[src/rtl/core/bar_pkg.sv]
// ----------------------------------------------------------------------------
// bar_pkg
// Types, codes and bit positions for the bit-addressed UART register block.
// ----------------------------------------------------------------------------
package bar_pkg;

	// command codes
	localparam logic [1:0] CMD_WRITE = 2'd0;
	localparam logic [1:0] CMD_READ  = 2'd1;
	localparam logic [1:0] CMD_POLL  = 2'd2;

	// write-side bit numbers
	localparam logic [4:0] B_RESET  = 5'd31;
	localparam logic [4:0] B_XBIENB = 5'd19;
	localparam logic [4:0] B_RIENB  = 5'd18;
	localparam logic [4:0] B_BRKON  = 5'd17;
	localparam logic [4:0] B_LDCTRL = 5'd14;
	localparam logic [4:0] B_LDIR   = 5'd13;
	localparam logic [4:0] B_LRDR   = 5'd12;
	localparam logic [4:0] B_LXDR   = 5'd11;

	// data register loading
	localparam logic [4:0] REG_LAST  = 5'd11;
	localparam logic [4:0] CTRL_LAST = 5'd7;
	localparam logic [4:0] RATE_LAST = 5'd10;
	localparam logic [4:0] SEND_BIT  = 5'd7;

	localparam int REG_W  = 12;
	localparam int CHAR_W = 8;

	typedef struct packed {
		logic [1:0]        command;
		logic [4:0]        bit_addr;
		logic              bit_value;
		logic              rx_ready;
		logic [CHAR_W-1:0] rx_char;
		logic              tx_ready;
	} item_t;

	typedef struct packed {
		logic              read_bit;
		logic              tx_valid;
		logic [CHAR_W-1:0] tx_char;
		logic              rx_taken;
		logic              irq;
	} result_t;

	// write bits that carry meaning
	typedef struct packed {
		logic xbienb;
		logic rienb;
		logic brkon;
		logic ldctrl;
		logic ldir;
		logic lrdr;
		logic lxdr;
	} wbits_t;

	localparam wbits_t WB_RESET = '{xbienb: 1'b0, rienb: 1'b0, brkon: 1'b0,
		ldctrl: 1'b1, ldir: 1'b1, lrdr: 1'b1, lxdr: 1'b1};

	// status bits that can be nonzero
	typedef struct packed {
		logic              intr;
		logic              flag;
		logic              xbre;
		logic              rbrl;
		logic              xbint;
		logic              rbint;
		logic [CHAR_W-1:0] rx_data;
	} stat_t;

	typedef struct packed {
		wbits_t           wb;
		stat_t            st;
		logic [REG_W-1:0] control;
		logic [REG_W-1:0] interval;
		logic [REG_W-1:0] rx_rate;
		logic [REG_W-1:0] tx_rate;
		logic [REG_W-1:0] tx_data;
	} state_t;

	localparam state_t STATE_RESET = '{wb: WB_RESET, st: '0, control: '0,
		interval: '0, rx_rate: '0, tx_rate: '0, tx_data: '0};

endpackage

[src/rtl/core/bar_ifs.sv]
// ----------------------------------------------------------------------------
// bar_ifs
// Valid/ready channels for requests and results of the register block.
// ----------------------------------------------------------------------------
interface bar_req_if;
	logic            valid;
	logic            ready;
	bar_pkg::item_t  data;

	modport source (output valid, output data, input ready);
	modport sink   (input valid, input data, output ready);
endinterface

interface bar_rsp_if;
	logic             valid;
	logic             ready;
	bar_pkg::result_t data;

	modport source (output valid, output data, input ready);
	modport sink   (input valid, input data, output ready);
endinterface

[src/rtl/core/bit_addressed_uart_regs.sv]
// ----------------------------------------------------------------------------
// bit_addressed_uart_regs
// Register side of a UART reached one bit at a time over a request channel.
// ----------------------------------------------------------------------------
//
//  channel | dir | payload                                        | per request
//  --------+-----+------------------------------------------------+------------
//  req     | in  | command, bit_addr, bit_value, rx_ready,        | one
//          |     | rx_char, tx_ready                              |
//  rsp     | out | read_bit, tx_valid, tx_char, rx_taken, irq     | one
//
//  One request per cycle sustained while results drain; each gives exactly
//  one result, passed from the request register into the result register.
//  The whole state update is one pass of bit logic between the request
//  register and the result register, so state is current for the next one.
//  Reset (arst_n low) restores the load flags and clears status and the data
//  registers; both channel stages come up empty.
//  A stalled result holds; the request stage keeps taking requests as long as
//  the result register is free or being drained the same cycle.
//
module bit_addressed_uart_regs (
	input  logic             clk,
	input  logic             arst_n,
	bar_req_if.sink          req,
	bar_rsp_if.source        rsp
);
	import bar_pkg::*;

	// request stage
	logic    req_vld_s1;
	item_t   req_s1;

	// architectural state and result register
	state_t  state_q;
	state_t  state_nxt;
	result_t res_nxt;
	result_t rsp_q;
	logic    rsp_vld_q;

	logic    advance;

	// the request in stage 1 moves on when the result register can take it
	assign advance   = req_vld_s1 && (!rsp_vld_q || rsp.ready);
	assign req.ready = !req_vld_s1 || advance;

	always_ff @(posedge clk or negedge arst_n) begin
		if (!arst_n) begin
			req_vld_s1 <= 1'b0;
		end else if (req.ready) begin
			req_vld_s1 <= req.valid;
		end
	end

	always_ff @(posedge clk) begin
		if (req.valid && req.ready) req_s1 <= req.data;
	end

	bar_step u_step (
		.cur  (state_q),
		.item (req_s1),
		.nxt  (state_nxt),
		.res  (res_nxt)
	);

	// state only changes as a request is retired into the result register
	always_ff @(posedge clk or negedge arst_n) begin
		if (!arst_n) begin
			state_q <= STATE_RESET;
		end else if (advance) begin
			state_q <= state_nxt;
		end
	end

	always_ff @(posedge clk or negedge arst_n) begin
		if (!arst_n) begin
			rsp_vld_q <= 1'b0;
		end else if (advance) begin
			rsp_vld_q <= 1'b1;
		end else if (rsp.ready) begin
			rsp_vld_q <= 1'b0;
		end
	end

	always_ff @(posedge clk) begin
		if (advance) rsp_q <= res_nxt;
	end

	assign rsp.valid = rsp_vld_q;
	assign rsp.data  = rsp_q;

endmodule

[src/rtl/core/bar_step.sv]
// ----------------------------------------------------------------------------
// bar_step
// Next state and result for one request: bit write, bit read or line poll.
// ----------------------------------------------------------------------------
module bar_step (
	input  bar_pkg::state_t  cur,
	input  bar_pkg::item_t   item,
	output bar_pkg::state_t  nxt,
	output bar_pkg::result_t res
);
	import bar_pkg::*;

	logic [3:0]  ra;
	logic        do_rc;
	logic [31:0] sword;

	// status word as the bus sees it
	assign sword = {cur.st.intr, cur.st.flag, 7'd0, cur.st.xbre, cur.st.rbrl, 3'd0,
		cur.st.xbint, cur.st.rbint, 8'd0, cur.st.rx_data};

	always_comb begin
		nxt   = cur;
		res   = '0;
		do_rc = 1'b0;
		ra    = item.bit_addr[3:0];
		case (item.command)
			CMD_WRITE: begin
				do_rc = 1'b1;
				case (item.bit_addr)
					B_XBIENB: nxt.wb.xbienb = item.bit_value;
					B_RIENB: begin
						nxt.wb.rienb = item.bit_value;
						nxt.st.rbrl  = 1'b0;
					end
					B_BRKON:  nxt.wb.brkon  = item.bit_value;
					B_LDCTRL: nxt.wb.ldctrl = item.bit_value;
					B_LDIR:   nxt.wb.ldir   = item.bit_value;
					B_LRDR:   nxt.wb.lrdr   = item.bit_value;
					B_LXDR:   nxt.wb.lxdr   = item.bit_value;
					B_RESET: begin
						nxt.wb = WB_RESET;
						nxt.st = '0;
					end
					default: ;
				endcase
				if (item.bit_addr <= REG_LAST) begin
					if (nxt.wb.ldctrl) begin
						nxt.control[ra] = item.bit_value;
						if (item.bit_addr == CTRL_LAST) nxt.wb.ldctrl = 1'b0;
					end else if (nxt.wb.ldir) begin
						nxt.interval[ra] = item.bit_value;
						if (item.bit_addr == CTRL_LAST) nxt.wb.ldir = 1'b0;
					end else if (nxt.wb.lrdr) begin
						nxt.rx_rate[ra] = item.bit_value;
						if (nxt.wb.lxdr) nxt.tx_rate[ra] = item.bit_value;
						if (item.bit_addr == RATE_LAST) nxt.wb.lrdr = 1'b0;
					end else if (nxt.wb.lxdr) begin
						nxt.tx_rate[ra] = item.bit_value;
						if (item.bit_addr == RATE_LAST) nxt.wb.lxdr = 1'b0;
					end else begin
						nxt.tx_data[ra] = item.bit_value;
						if (item.bit_addr == SEND_BIT) begin
							res.tx_valid = 1'b1;
							res.tx_char  = nxt.tx_data[CHAR_W-1:0];
							nxt.st.xbre  = 1'b0;
						end
					end
				end
			end
			CMD_READ: res.read_bit = sword[item.bit_addr];
			CMD_POLL: do_rc = 1'b1;
			default: ;
		endcase

		if (do_rc) begin
			if (item.rx_ready && !nxt.st.rbrl) begin
				nxt.st.rbrl    = 1'b1;
				nxt.st.rx_data = item.rx_char;
				res.rx_taken   = 1'b1;
			end
			if (item.tx_ready) nxt.st.xbre = 1'b1;
			nxt.st.xbint = nxt.st.xbre & nxt.wb.xbienb;
			nxt.st.rbint = nxt.st.rbrl & nxt.wb.rienb;
			nxt.st.flag  = nxt.wb.ldctrl | nxt.wb.ldir | nxt.wb.lrdr | nxt.wb.lxdr |
				nxt.wb.brkon;
			nxt.st.intr  = nxt.st.xbint | nxt.st.rbint;
		end
		res.irq = nxt.st.intr;
	end

endmodule

[src/flat_wrapper.sv]
// flat-port wrapper written by rule: the top's interface ports become plain ports
module bit_addressed_uart_regs_flat import bar_pkg::*;
  (clk, arst_n, req_valid, req_data, req_ready, rsp_valid, rsp_data, rsp_ready);
  bar_req_if req_i ();
  bar_rsp_if rsp_i ();
  input  logic clk;
  input  logic arst_n;
  input wire logic [$bits(req_i.valid)-1:0] req_valid;
  input wire logic [$bits(req_i.data)-1:0] req_data;
  output wire logic [$bits(req_i.ready)-1:0] req_ready;
  output wire logic [$bits(rsp_i.valid)-1:0] rsp_valid;
  output wire logic [$bits(rsp_i.data)-1:0] rsp_data;
  input wire logic [$bits(rsp_i.ready)-1:0] rsp_ready;
  assign req_i.valid = req_valid;
  assign req_i.data = req_data;
  assign req_ready = req_i.ready;
  assign rsp_valid = rsp_i.valid;
  assign rsp_data = rsp_i.data;
  assign rsp_i.ready = rsp_ready;
  bit_addressed_uart_regs u_core (.clk(clk), .arst_n(arst_n), .req(req_i), .rsp(rsp_i));
endmodule
[config.mk]
export PLATFORM = sky130hd
export DESIGN_NAME = bit_addressed_uart_regs_flat
export DESIGN_NICKNAME = d
export VERILOG_FILES = /design/src/rtl/core/bar_pkg.sv /design/src/rtl/core/bar_ifs.sv /design/src/rtl/core/bit_addressed_uart_regs.sv /design/src/rtl/core/bar_step.sv /design/src/flat_wrapper.sv
export SDC_FILE = /design/constraint.sdc
export NUM_CORES = 1
export LEC_CHECK = 0
export ABC_CLOCK_PERIOD_IN_PS = 6600
export BUFFER_PORTS_ARGS = -buffer_cell sky130_fd_sc_hd__buf_2
export CAP_MARGIN = 20
export CORE_MARGIN = 2
export CORE_UTILIZATION = 50
export CTS_BUF_LIST = sky130_fd_sc_hd__clkbuf_8
export DETAILED_ROUTE_END_ITERATION = 8
export GPL_TIMING_DRIVEN = 0
export PLACE_DENSITY_LB_ADDON = 0.25
export SKIP_LAST_GASP = 1
export SYNTH_ARGS = -nofsm -noshare
export SYNTH_HDL_FRONTEND = slang
export SYNTH_SLANG_ARGS = --single-unit
export TNS_END_PERCENT = 20
[constraint.sdc]
create_clock -name clk -period 6.6 [get_ports clk]
set_clock_uncertainty 0.1 [all_clocks]
set_input_delay 1.32 -clock clk [delete_from_list [all_inputs] [get_ports clk]]
set_output_delay 1.32 -clock clk [all_outputs]
set_load 0.05 [all_outputs]
==> load_flow_metrics.sql, run 1 <==
INSERT INTO impl_metrics (metric_group, metric, value, unit) VALUES
('sta', 'setup-tns-final', '0', 'ps'),
('placement', 'port_buffers', '35', ''),
('drt', 'route.detailed.drc', '0', ''),
('floorplanning', 'initial_core_util', '52.48', '%'),
('global_route', 'grt_pass1_vias', '2155', ''),
('synth', 'netlist_area', '2925', 'µm²'),
('worst_setup_path', 'critical_path.slowest_cell', 'sky130_fd_sc_hd__buf_2', ''),
('sta', 'finalCritPeriodShare', '49.15', '%'),
('sta', 'finalSetupViolCount', '0', ''),
('global_route', 'grt_max_degree', '31', ''),
('sta', 'timing.hold.ws', '372.6', 'ps'),
('pwr', 'seq_power_share', '48.4', '%'),
('pwr', 'power.density', '299.5', 'nW/µm²'),
('worst_setup_path', 'crit_path_end', 'req_ready', ''),
('worst_setup_path', 'worstRegToRegCells', '7', ''),
('synth', 'ys_warn_count', '0', ''),
('synth', 'post-synth-top-area-cell', 'sky130_fd_sc_hd__edfxtp_1', ''),
('finish', 'storage_element_area', '1657', 'µm²'),
('worst_hold_path', 'hold_path.class', 'reg -> reg', ''),
('drt', 'vias_per_cell', '5.782', ''),
('synth', 'post_synth_main_area_contributors', 'sky130_fd_sc_hd__edfxtp_1 31%, sky130_fd_sc_hd__dfrtp_1 22%, sky130_fd_sc_hd__dfstp_2 3.6%', ''),
('worst_setup_path', 'cpPeakStageDelay', '230', 'ps'),
('pwr', 'vdd_ir_drop_max', '0.1894', 'mV'),
('clock_network', 'cts-buffers-inserted', '9', ''),
('worst_setup_path', 'setup.worst_path.class', 'in -> out', ''),
('clock_network', 'cts_hold_buf', '0', ''),
('sta', 'rsz0062_at_grt', 'no', ''),
('synth', 'synth_nets', '266', ''),
('floorplanning', 'rows', '27', ''),
('worst_setup_path', 'timing.rr.end', 'u_core.rsp.data[0]$_DFFE_PP_', ''),
('job', 'timing.max_cap.violations', '0', ''),
('clock_network', 'cts_num_sinks', '60', ''),
('floorplanning', 'fp.dieArea', '6479', 'µm²'),
('sta', 'final_max_slew_viol_count', '0', ''),
('clock_network', 'clock_path_buffers', '2', ''),
('synth', 'top_area_cell_type_share_of_the_netlist_area', '30.80', '%'),
('worst_setup_path', 'cp_num_buf_inv', '2', ''),
('pwr', 'clkPwrFrac', '33.4', '%'),
('worst_setup_path', 'cpLargestDelayFamily', 'buffers and inverters', ''),
('finish', 'num-nets-final', '312', ''),
('synth', 'synth_ff_type', 'sky130_fd_sc_hd__edfxtp_1', ''),
('pwr', 'power.share.combinational', '18.2', '%'),
('floorplanning', 'fp.dieW', '80.49', 'µm'),
('pwr', 'netSwitchingPower', '284.4', 'µW'),
('placement', 'dp_hpwl', '4.119', 'mm'),
('synth', 'post-synth-top-count-cell', 'sky130_fd_sc_hd__edfxtp_1', ''),
('finish', 'nFillCells', '460', ''),
('drt', 'detail-route-antenna-nets', '0', ''),
('synth', 'synth_seq_cells', '60', ''),
('synth', 'synth_seq_area_share', '56.63', '%'),
('worst_setup_path', 'crit_path_end_kind', 'output port', ''),
('placement', 'final_weighted_congestion_in_routability_driven_placement', '0.8672', ''),
('synth', 'ys_top_cells_by_count', '30 x sky130_fd_sc_hd__edfxtp_1, 26 x sky130_fd_sc_hd__dfrtp_1, 24 x sky130_fd_sc_hd__nand2_1, 18 x sky130_fd_sc_hd__nor2_1, 17 x sky130_fd_sc_hd__o21ai_0', ''),
('finish', 'multiInputGateArea', '1120', 'µm²'),
('synth', 'syn_avg_cell_area', '11.99', 'µm²'),
('drt', 'dr.first_iter.drc_count', '169', ''),
('clock_network', 'cts_repair_resize_count', '0', ''),
('finish', 'post_route_cells_drive_above_1_share', '29.49', '%'),
('synth', 'synthDistinctLibCells', '51', ''),
('drt', 'firstDrtPassIters', '7', ''),
('finish', 'antenna_cells', '0', ''),
('synth', 'syn-instance-count', '244', ''),
('global_route', 'groute.usage.overall', '21.62', '%'),
('worst_setup_path', 'critPathMaxFanout', '3', ''),
('sta', 'timing.slew.headroom', '46.68', '%'),
('clock_network', 'cts.repair_timing.setup_buffer_count', '0', ''),
('global_route', 'overflow', '0', ''),
('worst_setup_path', 'setup.worst_path.start_class', 'primary input', ''),
('global_route', 'antenna_found_initial', '0', ''),
('run_status', 'run_status', 'finished clean', ''),
('clock_network', 'clockRootBuffer', 'sky130_fd_sc_hd__clkbuf_8', '');
==> per-stage QoR <==
stage / instances / power (µW) / instance area [µm²] / worst slack [ps] / utilization, %
floorplan: 244 / 631.5 / 2925 / 3377 / -
global placement: 351 / 678.3 / 3191 / 3366 / 57.24
detailed placement: 351 / 682.9 / 3191 / 3364 / 57.24
CTS: 367 / 1020 / 3393 / 3361 / 60.88
global route: 367 / 1063 / 3393 / 3301 / 60.88
finish: 367 / 1016 / 3393 / 3356 / 60.88
==> cell type report <==
| class | instances | share of cell area (%) |
|---|---|---|
| flip-flops and latches | 60 | 48.82 |
| repair buffers | 35 | 5.162 |
| multi-input cells | 167 | 33.00 |
| well taps | 72 | 2.655 |
| clock inverters | 5 | 1.512 |
| inverters | 3 | 0.3319 |
| clock buffers | 11 | 4.462 |
| plain buffers | 14 | 4.056 |
==> sequential cells by signal, summed over array words and instances (netlist names) <==
| name | count |
|---|---|
| u_core.req_vld_s1 | 1 |
| u_core.req_s1 | 18 |
| u_core.rsp.data | 12 |
| u_core.state_q | 28 |
| u_core.rsp.valid | 1 |
==> power groups by stage <==
stage	clock network (µW)	logic (µW)	registers, µW
floorplan	0	123	508
global placement	0	181	497
detailed placement	0	185	498
CTS	343	185	491
global route	359	205	499
finish	339	185	492
==> layer usage <==
layer  track usage [%]  vias up  share of wire (%)
met4             9.831        0                1.5
met3             5.730        7                6.9
met5                 0        -                  0
li1                  -     1003                  -
met2             33.83       78                 47
met1             28.12     1034                 44
==> cells in the final DEF (no fill, tap or decap), types with 7 or more instances in the layout <==
master / instances
sky130_fd_sc_hd__edfxtp_1: 30
sky130_fd_sc_hd__mux2i_1: 8
sky130_fd_sc_hd__dfrtp_1: 26
sky130_fd_sc_hd__buf_2: 35
sky130_fd_sc_hd__nand2b_1: 7
sky130_fd_sc_hd__o21ai_0: 17
sky130_fd_sc_hd__nand3_1: 12
sky130_fd_sc_hd__mux2_2: 8
sky130_fd_sc_hd__nand2_1: 24
sky130_fd_sc_hd__clkbuf_8: 15
sky130_fd_sc_hd__nor2_1: 18
sky130_fd_sc_hd__a22o_1: 9
==> logic make-up after synthesis <==
logic type	share of synthesized area, %
muxes	8.255
DFF	56.63
and+or+nand+nor	17.45
buffers and inverters	5.089
AOI/OAI and AO/OA	11.98
xor gates and xnor gates	0.5989
==> how the worst min path moves through the flow <==
stage,start,to,slack [ps],cells past startpoint
after floorplan,u_core.state_q[80]$_DFFE_PN0P_,u_core.state_q[80]$_DFFE_PN0P_,340,2
after global placement,u_core.req_s1[2]$_DFFE_PP_,u_core.state_q[61]$_DFFE_PN0P_,350,1
after detailed placement,u_core.req_s1[5]$_DFFE_PP_,u_core.state_q[64]$_DFFE_PN0P_,370,1
after CTS,u_core.req_s1[8]$_DFFE_PP_,u_core.state_q[67]$_DFFE_PN0P_,380,1
after global routing,u_core.req_s1[5]$_DFFE_PP_,u_core.state_q[64]$_DFFE_PN0P_,390,1
final,u_core.req_s1[2]$_DFFE_PP_,u_core.state_q[61]$_DFFE_PN0P_,370,1
Note: power is estimated with default switching activity, not from simulation.
==> inputs of run 2 (changes only) <==
--- a/config.mk
+++ b/config.mk
@@ -5,7 +5,8 @@
 export SDC_FILE = /design/constraint.sdc
 export NUM_CORES = 1
 export LEC_CHECK = 0
-export ABC_CLOCK_PERIOD_IN_PS = 6600
+export ABC_AREA = 1
+export ABC_CLOCK_PERIOD_IN_PS = 2660
 export BUFFER_PORTS_ARGS = -buffer_cell sky130_fd_sc_hd__buf_2
 export CAP_MARGIN = 20
 export CORE_MARGIN = 2
==> constraint.sdc (replaced) <==
create_clock -name clk -period 2.66 [get_ports clk]
set_clock_uncertainty 0.1 [all_clocks]
set_input_delay 0.532 -clock clk [delete_from_list [all_inputs] [get_ports clk]]
set_output_delay 0.532 -clock clk [all_outputs]
set_load 0.05 [all_outputs]
==> load_flow_metrics.sql, run 2 <==
INSERT INTO impl_metrics (metric_group, metric, value, unit) VALUES
('placement', 'port_buffers', '35', ''),
('synth', 'syn_avg_cell_area', '9.342', 'µm²'),
('finish', 'post_route_cells_drive_above_1_share', '21.82', '%'),
('global_route', 'grt_pass1_vias', '2097', ''),
('sta', 'finalSetupViolCount', '0', ''),
('synth', 'ys_warn_count', '0', ''),
('finish', 'commonest_cells_after_routing_fill_and_taps_aside', '75 x sky130_fd_sc_hd__nand2_1, 43 x sky130_fd_sc_hd__inv_1, 35 x sky130_fd_sc_hd__buf_2', ''),
('placement', 'place_ws', '486.4', 'ps'),
('synth', 'post-synth-top-area-cell', 'sky130_fd_sc_hd__edfxtp_1', ''),
('floorplanning', 'ios', '36', ''),
('drt', 'wirelength', '5.962', 'mm'),
('synth', 'top_area_cell_type_share_of_the_netlist_area', '31.01', '%'),
('synth', 'synth_ff_type', 'sky130_fd_sc_hd__edfxtp_1', ''),
('synth', 'syn-instance-count', '311', ''),
('clock_network', 'cts_tree', 'built', ''),
('drt', 'firstDrtPassIters', '5', ''),
('worst_setup_path', 'cpLargestDelayFamily', 'simple AND/OR/NAND/NOR gates', ''),
('global_route', 'grt_max_degree', '32', ''),
('clock_network', 'cts_max_level', '3', ''),
('pwr', 'internal-power', '1789', 'µW'),
('floorplanning', 'rows', '27', ''),
('drt', 'vias_per_cell', '5.138', ''),
('finish', 'nFillCells', '483', ''),
('clock_network', 'cts_repair_resize_count', '0', ''),
('global_route', 'antenna_found_initial', '0', ''),
('clock_network', 'cts.repair_timing.setup_buffer_count', '0', ''),
('finish', 'final_common_cell', 'sky130_fd_sc_hd__nand2_1', ''),
('sta', 'max_freq', '453.0', 'MHz'),
('sta', 'timing.hold.ws', '138.0', 'ps'),
('sta', 'setup-tns-final', '0', 'ps'),
('worst_setup_path', 'crit_path_cell_trace', 'nor2_1 > nand4_1 > nand3_1 > nand2_1 > inv_2 > nand2_2 > a21oi_4 > o21ai_0', ''),
('sta', 'finalCritPeriodShare', '82.99', '%'),
('finish', 'syn_to_final_growth', '14.99', '%'),
('clock_network', 'clk_lat_worst_skew', '340', 'ps'),
('worst_setup_path', 'cp.required', '2770', 'ps'),
('finish', 'largest_reg_flops', '29', ''),
('global_route', 'grt_pass1_wl', '10.18', 'mm'),
('finish', 'largest_register', 'u_core.state_q', ''),
('pwr', 'switching_share_of_power', '34.65', '%'),
('pwr', 'power_leakage', '0.001520', 'µW'),
('pwr', 'vdd_ir_drop_max', '0.4703', 'mV'),
('finish', 'multiInputGateArea', '1016', 'µm²'),
('run_status', 'run_status', 'finished clean', ''),
('pwr', 'power.density', '819.3', 'nW/µm²'),
('drt', 'wl_per_cell', '13.74', 'µm'),
('synth', 'post_synth_main_area_contributors', 'sky130_fd_sc_hd__edfxtp_1 31%, sky130_fd_sc_hd__dfrtp_1 23%, sky130_fd_sc_hd__nand2_1 9.7%', ''),
('sta', 'setup_slack', '452.5', 'ps'),
('worst_setup_path', 'cp_num_buf_inv', '1', ''),
('clock_network', 'cts-buffers-inserted', '9', ''),
('clock_network', 'clockRootBuffer', 'sky130_fd_sc_hd__clkbuf_8', ''),
('pwr', 'clkPwrFrac', '25.8', '%'),
('finish', 'num-nets-final', '379', ''),
('worst_setup_path', 'cpPeakStageDelay', '470', 'ps'),
('floorplanning', 'fp.dieArea', '6436', 'µm²'),
('global_route', 'groute.usage.overall', '21.75', '%'),
('pwr', 'fin_total_pwr', '2737', 'µW'),
('floorplanning', 'fp.dieW', '80.23', 'µm'),
('floorplanning', 'dieHeight', '80.23', 'µm'),
('synth', 'post-synth-top-count-cell', 'sky130_fd_sc_hd__nand2_1', ''),
('finish', 'antenna_cells', '0', ''),
('worst_hold_path', 'hold_path.class', 'in -> async', ''),
('finish', 'fin_util', '59.93', '%'),
('sta', 'worst-slew-pin-transition', '725.6', 'ps'),
('worst_setup_path', 'worst-r2r-setup-slack', '450', 'ps'),
('global_route', 'overflow', '0', ''),
('sta', 'timing.slew.headroom', '51.63', '%'),
('sta', 'hold_viol', '0', ''),
('pwr', 'power.share.combinational', '25.7', '%'),
('worst_setup_path', 'critPathMaxFanout', '9', ''),
('worst_setup_path', 'setup.worst_path.class', 'reg -> reg', ''),
('floorplanning', 'core_area', '5574', 'µm²'),
('worst_setup_path', 'timing.critical_path.from', 'u_core.req_s1[14]$_DFFE_PP_', ''),
('pwr', 'netSwitchingPower', '948.4', 'µW'),
('clock_network', 'clock_path_buffers', '2', ''),
('drt', 'routed-via-count', '2230', ''),
('placement', 'dp_hpwl', '4.246', 'mm'),
('worst_setup_path', 'worstPathArrival', '2320', 'ps'),
('finish', 'storage_element_area', '1682', 'µm²'),
('synth', 'ys_top_cells_by_count', '75 x sky130_fd_sc_hd__nand2_1, 41 x sky130_fd_sc_hd__inv_1, 34 x sky130_fd_sc_hd__nor2_1, 30 x sky130_fd_sc_hd__edfxtp_1, 28 x sky130_fd_sc_hd__nand3_1', ''),
('synth', 'synthArstFlopShare', '50.82', '%'),
('clock_network', 'cts_hold_buf', '0', ''),
('synth', 'synth_edf_count', '30', ''),
('worst_setup_path', 'setup.worst_path.start_class', 'flip-flop', ''),
('synth', 'synth_seq_area_share', '57.88', '%'),
('drt', 'detail-route-antenna-nets', '0', ''),
('worst_setup_path', 'crit_path_end_kind', 'flip-flop', ''),
('sta', 'rsz0062_at_grt', 'no', ''),
('placement', 'final_weighted_congestion_in_routability_driven_placement', '0.8964', ''),
('floorplanning', 'initial_core_util', '52.12', '%'),
('worst_setup_path', 'critical_path.slowest_cell', 'sky130_fd_sc_hd__edfxtp_1', ''),
('pwr', 'seq_power_share', '48.4', '%'),
('drt', 'route.detailed.drc', '0', ''),
('synth', 'synth_seq_cells', '61', ''),
('job', 'timing.max_cap.violations', '0', ''),
('sta', 'final_max_slew_viol_count', '0', ''),
('clock_network', 'cts_clk_pin_slew_worst_paths', '70', 'ps'),
('worst_setup_path', 'critical_path.reg2reg.startpoint', 'u_core.req_s1[14]$_DFFE_PP_', ''),
('clock_network', 'cts_num_sinks', '61', ''),
('synth', 'synthDistinctLibCells', '31', ''),
('sta', 'fin_crit', '2208', 'ps'),
('drt', 'dr.first_iter.drc_count', '178', ''),
('synth', 'netlist_area', '2905', 'µm²'),
('synth', 'synth_nets', '333', '');
## run 2: routing by layer
layer	track usage, %	vias up	wire [µm]	share of wire (%)
li1	-	1124	-	-
met1	30.96	1032	2899	49
met2	31.25	62	2613	44
met3	4.719	12	306	5.1
met4	11.19	0	142	2.4
met5	0	-	0	0
## run 2: metrics by stage
stage / std cells / cell area (µm²)
global placement: 418 / 3171
finish: 434 / 3341
detailed placement: 418 / 3171
CTS: 434 / 3341
floorplan: 311 / 2905
global route: 434 / 3341
## run 2: logic make-up after synthesis
group	share of synthesized area (%)
simple gates	23.21
flops	57.88
buf+inv	7.149
compound gates	9.002
mux	2.756
## run 2: power by group through the flow
stage | Sequential [µW] | Clock [µW] | Combinational [µW]
2_1_floorplan | 1410 | 0 | 446
3_3_place_gp | 1340 | 0 | 693
3_5_place_dp | 1340 | 0 | 703
4_1_cts | 1330 | 725 | 708
5_1_grt | 1350 | 772 | 802
6_report | 1330 | 707 | 705
## run 2: cell type report
| class | instances | share of cell area (%) |
|---|---|---|
| inverters | 45 | 5.094 |
| clock inverters | 6 | 0.9738 |
| repair buffers | 35 | 5.243 |
| multi-input cells | 199 | 30.41 |
| well taps | 72 | 2.697 |
| clock buffers | 10 | 4.120 |
| plain buffers | 6 | 1.124 |
| flip-flops and latches | 61 | 50.34 |
## run 2: worst reg2reg max path, stage by stage (launching register included)
cell and delay, ps:
sky130_fd_sc_hd__edfxtp_1 470, sky130_fd_sc_hd__nor2_1 470, sky130_fd_sc_hd__nand4_1 190, sky130_fd_sc_hd__nand3_1 150, sky130_fd_sc_hd__nand2_1 70, sky130_fd_sc_hd__inv_2 150
sky130_fd_sc_hd__nand2_2 120, sky130_fd_sc_hd__a21oi_4 240, sky130_fd_sc_hd__o21ai_0 120
## run 2: final timing paths
kind | endpoint | cells past startpoint
setup reg to reg | u_core.state_q[65]$_DFFE_PN0P_ | 8
max in group asynchronous | u_core.state_q[79]$_DFFE_PN0P_ | 1
setup / recovery | u_core.state_q[65]$_DFFE_PN0P_ | 8
hold reg to reg | u_core.state_q[76]$_DFFE_PN1P_ | 2
hold / removal | u_core.state_q[63]$_DFFE_PN0P_ | 1
min in group clk | u_core.req_s1[4]$_DFFE_PP_ | 1
==> inputs of run 3 (changes only) <==
--- a/config.mk
+++ b/config.mk
@@ -6,7 +6,7 @@
 export NUM_CORES = 1
 export LEC_CHECK = 0
 export ABC_AREA = 1
-export ABC_CLOCK_PERIOD_IN_PS = 2660
+export ABC_CLOCK_PERIOD_IN_PS = 2200
 export BUFFER_PORTS_ARGS = -buffer_cell sky130_fd_sc_hd__buf_2
 export CAP_MARGIN = 20
 export CORE_MARGIN = 2
==> constraint.sdc (replaced) <==
create_clock -name clk -period 2.2 [get_ports clk]
set_clock_uncertainty 0.1 [all_clocks]
set_input_delay 0.44 -clock clk [delete_from_list [all_inputs] [get_ports clk]]
set_output_delay 0.44 -clock clk [all_outputs]
set_load 0.05 [all_outputs]
==> load_flow_metrics.sql, run 3 (synthesis results as in run 2) <==
INSERT INTO impl_metrics (metric_group, metric, value, unit) VALUES
('run_status', 'run_status', 'finished clean', ''),
('sta', 'final_max_slew_viol_count', '0', ''),
('pwr', 'power_leakage', '0.001524', 'µW'),
('finish', 'antenna_cells', '0', ''),
('drt', 'vias_per_cell', '5.140', ''),
('clock_network', 'cts-buffers-inserted', '9', ''),
('pwr', 'vdd_ir_drop_max', '0.5668', 'mV'),
('worst_setup_path', 'worstPathArrival', '2160', 'ps'),
('finish', 'storage_element_area', '1682', 'µm²'),
('worst_hold_path', 'hold_path.class', 'in -> async', ''),
('worst_setup_path', 'critical_path.slowest_cell', 'sky130_fd_sc_hd__edfxtp_1', ''),
('drt', 'detail-route-antenna-nets', '0', ''),
('drt', 'firstDrtPassIters', '4', ''),
('drt', 'routed-via-count', '2236', ''),
('worst_setup_path', 'crit_path_end_kind', 'flip-flop', ''),
('clock_network', 'cts_num_sinks', '61', ''),
('sta', 'fin_crit', '2045', 'ps'),
('finish', 'syn_to_final_growth', '16.49', '%'),
('worst_setup_path', 'cpPeakStageDelay', '480', 'ps'),
('pwr', 'power.share.combinational', '26.2', '%'),
('clock_network', 'clock_path_buffers', '2', ''),
('finish', 'num-nets-final', '380', ''),
('clock_network', 'cts_hold_buf', '0', ''),
('finish', 'post_route_cells_drive_above_1_share', '23.69', '%'),
('clock_network', 'clk_lat_worst_skew', '340', 'ps'),
('pwr', 'netSwitchingPower', '1166', 'µW'),
('clock_network', 'cts_clk_pin_slew_worst_paths', '70', 'ps'),
('floorplanning', 'core_area', '5574', 'µm²'),
('placement', 'final_weighted_congestion_in_routability_driven_placement', '0.8964', ''),
('worst_setup_path', 'worstRegToRegCells', '9', ''),
('finish', 'final_common_cell', 'sky130_fd_sc_hd__nand2_1', ''),
('floorplanning', 'initial_core_util', '52.12', '%'),
('finish', 'largest_register', 'u_core.state_q', ''),
('drt', 'route.detailed.drc', '0', ''),
('drt', 'wl_per_cell', '13.89', 'µm'),
('placement', 'port_buffers', '35', ''),
('pwr', 'seq_power_share', '48.2', '%'),
('clock_network', 'clockRootBuffer', 'sky130_fd_sc_hd__clkbuf_8', ''),
('global_route', 'grt_pass1_vias', '2102', ''),
('worst_setup_path', 'cp.required', '2310', 'ps'),
('finish', 'postLayoutCellArea', '3385', 'µm²'),
('clock_network', 'cts_tree', 'built', ''),
('global_route', 'groute.usage.overall', '21.78', '%'),
('sta', 'max_freq', '489.0', 'MHz'),
('worst_setup_path', 'setup.worst_path.class', 'reg -> reg', ''),
('sta', 'hold_viol', '0', ''),
('floorplanning', 'fp.dieW', '80.23', 'µm'),
('finish', 'nFillCells', '476', ''),
('floorplanning', 'dieHeight', '80.23', 'µm'),
('global_route', 'antenna_found_initial', '0', ''),
('global_route', 'grt_max_degree', '32', ''),
('global_route', 'grt_pass1_wl', '10.20', 'mm'),
('drt', 'dr.first_iter.drc_count', '219', ''),
('finish', 'multiInputGateArea', '1052', 'µm²'),
('pwr', 'switching_share_of_power', '34.98', '%'),
('drt', 'wirelength', '6.043', 'mm'),
('worst_setup_path', 'setup.worst_path.start_class', 'flip-flop', ''),
('sta', 'finalSetupViolCount', '0', ''),
('sta', 'worst-slew-pin-transition', '724.2', 'ps'),
('finish', 'largest_reg_flops', '29', ''),
('placement', 'dp_hpwl', '4.246', 'mm'),
('pwr', 'clkPwrFrac', '25.6', '%'),
('sta', 'timing.slew.headroom', '51.72', '%'),
('pwr', 'power.density', '985.1', 'nW/µm²'),
('floorplanning', 'fp.dieArea', '6436', 'µm²'),
('floorplanning', 'ios', '36', ''),
('sta', 'timing.hold.ws', '45.67', 'ps'),
('pwr', 'internal-power', '2168', 'µW'),
('worst_setup_path', 'crit_path_cell_trace', 'nor2_4 > buf_4 > nand4_1 > nand3_1 > nand2_1 > inv_2 > nand2_2 > a21oi_4 > o21ai_0', ''),
('worst_setup_path', 'critPathMaxFanout', '10', ''),
('clock_network', 'cts_max_level', '3', ''),
('global_route', 'overflow', '0', ''),
('job', 'timing.max_cap.violations', '0', ''),
('sta', 'rsz0062_at_grt', 'yes', ''),
('floorplanning', 'rows', '27', ''),
('sta', 'finalCritPeriodShare', '92.96', '%'),
('finish', 'commonest_cells_after_routing_fill_and_taps_aside', '75 x sky130_fd_sc_hd__nand2_1, 42 x sky130_fd_sc_hd__inv_1, 35 x sky130_fd_sc_hd__buf_2', ''),
('placement', 'placedInstanceArea', '3171', 'µm²');
[run 3: changes by cell type in the layout (fill, tap and decap cells not counted)]
cell / change
sky130_fd_sc_hd__nand3_2: +1
sky130_fd_sc_hd__nor3_4: +1
sky130_fd_sc_hd__inv_2: +1
sky130_fd_sc_hd__nor3_2: -1
sky130_fd_sc_hd__nor2_1: -4
sky130_fd_sc_hd__buf_4: +1
sky130_fd_sc_hd__inv_1: -1
sky130_fd_sc_hd__nor2_2: +1
sky130_fd_sc_hd__nor2_4: +3
sky130_fd_sc_hd__nand3_1: -1
[run 3: metal layers]
| layer | wire length, µm | global-route usage, % |
|---|---|---|
| met1 | 2932 | 30.96 |
| met2 | 2785 | 31.33 |
| met4 | 71 | 11.19 |
| met5 | 0 | 0 |
| met3 | 253 | 4.719 |
[run 3: worst paths after layout]
path                                              from                             end  slack, ps
max in group asynchronous                       arst_n  u_core.state_q[79]$_DFFE_PN0P_       1470
max reg2reg                u_core.req_s1[16]$_DFFE_PP_  u_core.state_q[65]$_DFFE_PN0P_        150
min in group clk                           req_data[4]      u_core.req_s1[4]$_DFFE_PP_        170
max                        u_core.req_s1[16]$_DFFE_PP_  u_core.state_q[65]$_DFFE_PN0P_        150
min                                             arst_n  u_core.state_q[63]$_DFFE_PN0P_         50
min reg2reg                 u_core.req_s1[1]$_DFFE_PP_  u_core.state_q[60]$_DFFE_PN0P_        380
[run 3: final cells by class]
cell class	instances	share of cell area (%)
buffer	6	1.109
clock buffer	10	4.067
clock inverter	6	0.9612
inverter	45	5.028
multi-input combinational	199	31.09
sequential	61	49.69
tap	72	2.662
timing repair buffer	36	5.397
[run 3: metrics by stage]
| stage | cells | worst slack, ps | util [%] | total power (µW) | setup TNS (ps) |
|---|---|---|---|---|---|
| 6_report | 435 | 154.9 | 60.72 | 3334 | 0 |
| 5_1_grt | 435 | -13.67 | 60.72 | 3558 | -26.14 |
| 4_1_cts | 434 | 68.41 | 59.98 | 3337 | 0 |
| 3_5_place_dp | 418 | 26.38 | 56.88 | 2475 | 0 |
| 3_3_place_gp | 418 | 42.12 | 56.88 | 2456 | 0 |
| 2_1_floorplan | 311 | 106.9 | - | 2245 | 0 |
[run 3: critical path: cells and delay by family (launching register included)]
| kind | cells | cell delay (ps) |
|---|---|---|
| AO/OA/AOI/OAI | 2 | 360 |
| buffers and inverters | 2 | 340 |
| flip-flops | 1 | 480 |
| AND/OR/NAND/NOR | 5 | 630 |
[run 3: timing repair]
action	in CTS	in global routing
gates resized for setup	1	9
pin swaps	0	1
buffers inserted	0	1
setup endpoints to repair	1	23
[run 3: power groups by stage]
| stage | Combinational [µW] | Clock (µW) | Sequential (µW) |
|---|---|---|---|
| 4_1_cts | 857 | 876 | 1600 |
| 3_3_place_gp | 838 | 0 | 1620 |
| 5_1_grt | 990 | 934 | 1640 |
| 3_5_place_dp | 850 | 0 | 1620 |
| 2_1_floorplan | 539 | 0 | 1710 |
| 6_report | 873 | 854 | 1610 |
